[src/rtl/ffba_pkg.sv]
// shared types, codes and defaults of the first-fit block allocator
// no dependencies
`timescale 1ns / 1ps
`default_nettype none
package ffba_pkg;
   localparam int MAX_BLOCKS_DEF = 32;
   localparam logic [33:0] POOL_LIMIT_DEF = 34'd1048576;
   localparam logic [22:0] OFFSET_SPACE = 23'd1048576;
   localparam logic [20:0] INIT_CAPACITY_RST = 21'd4096;
   localparam logic [20:0] EXTENSION_RST = 21'd1024;

   typedef enum logic [1:0] {
      CMD_OBTAIN = 2'd0,
      CMD_RECYCLE = 2'd1,
      CMD_RECYCLE_ALL = 2'd2,
      CMD_UNKNOWN = 2'd3
   } cmd_type;

   typedef enum logic [1:0] {
      STS_DONE = 2'd0,
      STS_REJECTED = 2'd1,
      STS_NOT_FOUND = 2'd2
   } status_type;

   typedef enum logic {
      CSR_INIT_CAPACITY = 1'b0,
      CSR_EXTENSION = 1'b1
   } csr_index_type;

   typedef enum logic [1:0] {
      ST_IDLE,
      ST_EVAL,
      ST_APPLY
   } state_type;

   typedef enum logic [1:0] {
      CELL_HOLD,
      CELL_INSERT,
      CELL_REMOVE
   } cell_op_type;

   typedef struct packed {
      cell_op_type op;
      logic [19:0] new_start;
      logic [20:0] new_length;
   } cell_ctrl_type;
endpackage
`default_nettype wire

[src/rtl/ffba_cell.sv]
// one table entry of the allocator chain: holds a block, finds its gap, shifts
// depends on ffba_pkg
`timescale 1ns / 1ps
`default_nettype none
module ffba_cell
   import ffba_pkg::*;
#(
   parameter int CELL_INDEX = 0,
   parameter int CW = 6
) (
   input wire logic clock,
   input wire logic [CW-1:0] count,
   input wire logic [CW-1:0] pos,
   input wire cell_ctrl_type ctrl,
   input wire logic [20:0] req_size,
   input wire logic [19:0] find_offset,
   input wire logic [19:0] left_start,
   input wire logic [20:0] left_length,
   input wire logic [19:0] right_start,
   input wire logic [20:0] right_length,
   output logic [19:0] start,
   output logic [20:0] length,
   output logic [21:0] block_end,
   output logic fit,
   output logic match
);
   localparam logic [CW-1:0] IDX = CW'(CELL_INDEX);
   localparam logic [CW-1:0] NEXT_IDX = CW'(CELL_INDEX + 1);

   logic [19:0] start_ff, start_in;
   logic [20:0] length_ff, length_in;
   logic [21:0] gap;

   assign start = start_ff;
   assign length = length_ff;
   assign block_end = {2'b0, start_ff} + {1'b0, length_ff};
   assign gap = {2'b0, right_start} - block_end;
   assign fit = (NEXT_IDX < count) && ({2'b0, right_start} >= block_end)
      && (gap >= {1'b0, req_size});
   assign match = (IDX < count) && (start_ff == find_offset);

   always_comb begin
      start_in = start_ff;
      length_in = length_ff;
      unique case (ctrl.op)
         CELL_INSERT: begin
            if (IDX == pos) begin
               start_in = ctrl.new_start;
               length_in = ctrl.new_length;
            end else if (IDX > pos) begin
               start_in = left_start;
               length_in = left_length;
            end
         end
         CELL_REMOVE: begin
            if (IDX >= pos) begin
               start_in = right_start;
               length_in = right_length;
            end
         end
         default: begin
         end
      endcase
   end

   always_ff @(posedge clock) begin
      start_ff <= start_in;
      length_ff <= length_in;
   end
endmodule
`default_nettype wire

[config.mk]
export PLATFORM = sky130hd
export DESIGN_NAME = ffba_cell
export DESIGN_NICKNAME = d
export VERILOG_FILES = /design/src/rtl/ffba_pkg.sv /design/src/rtl/ffba_cell.sv
export SDC_FILE = /design/constraint.sdc
export NUM_CORES = 1
export LEC_CHECK = 0
export ABC_CLOCK_PERIOD_IN_PS = 18800
export BUFFER_PORTS_ARGS = -buffer_cell sky130_fd_sc_hd__buf_4
export CORE_UTILIZATION = 40
export CTS_CLUSTER_SIZE = 12
export DETAILED_ROUTE_END_ITERATION = 8
export PLACE_DENSITY = 0.72
export REMOVE_ABC_BUFFERS = 1
export SETUP_SLACK_MARGIN = 0.4
export SYNTH_ARGS = -nofsm -noshare
export SYNTH_HDL_FRONTEND = slang
export SYNTH_SLANG_ARGS = --single-unit
export TNS_END_PERCENT = 30
[constraint.sdc]
create_clock -name clock -period 18.8 [get_ports clock]
set_input_delay 1.88 -clock clock [delete_from_list [all_inputs] [get_ports clock]]
set_output_delay 1.88 -clock clock [all_outputs]
set_load 0.1 [all_outputs]
==> impl_results.md <==
* Hold Path End: length[17]
* H-tree levels at 2
* Largest net degree at the start of global routing at 83
* Routability cong. at 0.869
* Post-CTS setup buffers at 0
* Crit end category: output pin
* Leading area contributor after synthesis: edfxtp_1
* Crit path largest cell delay at 0.43 ns
* Cell Count, Final, Fillers Out at 977
* Cell mode on critical path: o21ai_0
* Fmax achieved at 117 MHz
* Worst slew margin at 0.226
* Die height at 114 um
* CTS root buf: clkbuf_16
* TritonRoute pass-1 iters at 4
* Die width at 114 um
* Post-synth EDFFs at 41
* Total GRT Usage at 0.238
* Required time of the critical path at 16.92 ns
* Status: finished, final reports clean
* Total Power at 316 uW
* FP Rows at 40
* Reg area at 1230 um2
* Vias at 4973
* Inserted Diodes at 0
* Clk sinks at 41
* HP Start: right_length[17]
* Total CTS buffers at 5
* Area added between synthesis and finish at 43.2%
* Leak at 3.59 nW
* Clock tree from TritonCTS: yes
* Final setup viols at 0
* Syn Inst Count at 572
* Routed len/inst at 15.9 um
* # placed instances at 969
* Complex-gate fraction of the synthesized area at 0.207
* Critical Path AT at 6.68 ns
* Maxcap violations at 0
* Final Max Slew Viols at 0
* Primary FF master, synth: edfxtp_1
* Synth warn at 0
* Synth Area in Adders at 0.157
* Crit Path Max Fanout at 4
* Clock slew at reported path FFs at 0.06 ns
* First-pass GRT wire length at 24100 um
* I/O Pins at 244
* Hold Path Depth at 3
* Main combinational cell family by area after synthesis: compound AO/OA/AOI/OAI gates
* Kind of critical path: flop to output pin
* Top-area cell type share of the netlist area at 0.247
* Layout cells sized above 1 at 0.360
* Startpoint types: flop
* Critical path's slowest cell: a2111oi_0
* Final min period at 8.56 ns
* Initial antenna violation count at 0
* Post-DRT Antenna Nets at 0
* Yosys reg bits at 41
* Fin crit share at 0.455
* Vias in the first global route at 4901
* XOR/XNOR Fraction of Synth Area at 0.103
* Multiplexer share of the synthesized area at 0.0844
* Setup TNS at 0 ns
* Syn Area/Cell at 8.71 um2
* GRT overflow at 0
* RSZ-0062 raised after global routing: false
* Simple-gate share of the synthesized area at 0.145
* Power per cell area at 44.2 nW/um2
* Maximum vdd drop at 0.0000516 V
* PortBufs at 243
* Final hold viol count at 0
* Fillers at 1057
* Sequential area share after synthesis at 0.247
* Die area at 12900 um2
* Core area at 12100 um2
* DRC Markers at 0
* # nets final at 1043
* Worst-Margin Slew at 1.16 ns
* DR iter-0 viols at 307
* Multi-input gate area at 3490 um2
* Total Wirelength at 15600 um
* CTS max path bufs at 2
* Hold WC Path Type: input port to flop
* Share of synthesized flip-flops with an asynchronous set or reset at 0
* Post-synthesis cell area at 4980 um2
* Initial Utilization at 0.413
* # hold bufs at CTS at 0
* Yosys cell types at 68
* Synth area leaders: edfxtp_1 25%, ha_1 14%, mux2i_1 8.4%, o21ai_0 6.3%, xor2_1 5.4%
* Worst hold slack at 1.87 ns
* Vias/cell at 5.09
* DP HPWL at 13200 um
* CTS-repair resized insts at 0
[layout by cell type (no fill, tap or decap), types with 8 or more instances in the layout]
cell	synthesis	layout
a21o_1	12	12
a21oi_1	23	23
buf_4	0	245
edfxtp_1	41	41
ha_1	54	54
inv_1	54	54
mux2i_1	42	42
nand2_1	53	52
nor2_1	27	26
nor3_1	8	8
o21a_1	10	10
o21ai_0	63	63
xnor2_1	24	24
xor2_1	31	31
[routing by layer]
| layer | part of all wire | track usage | wire length (um) | vias up |
|---|---|---|---|---|
| met4 | 0.023 | 0.0746 | 361 | 0 |
| met1 | 0.42 | 0.286 | 6530 | 2238 |
| li1 | - | - | - | 2537 |
| met2 | 0.50 | 0.434 | 7820 | 175 |
| met3 | 0.054 | 0.0361 | 845 | 23 |
| met5 | 0 | 0 | 0 | - |
[report_power, final]
group          switching [mW]  leakage (nW)  internal (mW)  total, mW
clock network          0.0337        0.0785         0.0622     0.0959
registers            0.000598         0.360          0.102      0.103
logic                  0.0609          3.15         0.0559      0.117
[worst max-delay path: cells and delay by family, from the launching register on]
| kind | cells | cell delay (ns) |
|---|---|---|
| compound gates | 13 | 2.43 |
| buf+inv | 3 | 0.37 |
| fa+ha+maj | 7 | 2.26 |
| xor+xnor | 2 | 0.38 |
| simple gates | 4 | 0.57 |
| flops | 1 | 0.38 |
[how the worst max path moves through the flow]
stage / from / to / slack (ns)
floorplan: start[0] / fit / 8.95
global placement: right_start[1] / fit / 10.76
detailed placement: right_start[1] / fit / 10.50
CTS: start[0] / fit / 10.22
global route: start[0] / fit / 9.74
finish: start[0] / fit / 10.24
[layout make-up]
class | instances | share of cell area
Clock buffer | 6 | 0.0181
Multi-Input combinational cell | 461 | 0.489
Inverter | 54 | 0.0284
Sequential cell | 41 | 0.173
Clock inverter | 2 | 0.00473
Timing Repair Buffer | 245 | 0.258
Tap cell | 168 | 0.0295
[cells in the mapped netlist (6+ instances only)]
cell type  number
o21ai_0        63
ha_1           54
inv_1          54
nand2_1        53
mux2i_1        42
edfxtp_1       41
xor2_1         31
nor2_1         27
xnor2_1        24
a21oi_1        23
a21o_1         12
o21a_1         10
clkbuf_1        9
nor3_1          8
and3_1          7
nor4_1          7
a21oi_2         6
maj3_2          6
nand2b_1        6
nand3_1         6
nand4_1         6
[per-stage QoR]
step / util / instance area [um2] / setup WS (ns)
final: 0.592 / 7140 / 10.24
after global routing: 0.592 / 7140 / 9.74
after CTS: 0.592 / 7140 / 10.22
after detailed placement: 0.578 / 6970 / 10.50
after global placement: 0.578 / 6970 / 10.76
after floorplan: - / 4910 / 8.95
[kinds of logic after synthesis]
family,after synthesis
compound gates,153
xor+xnor,57
fa+ha+maj,62
buf+inv,70
flops,41
mux,42
simple gates,147
[registers in the layout, indices dropped and copies added, names as in the netlist]
register	cells
start	20
length	21
No activity file was read; power rests on OpenSTA's default activity.
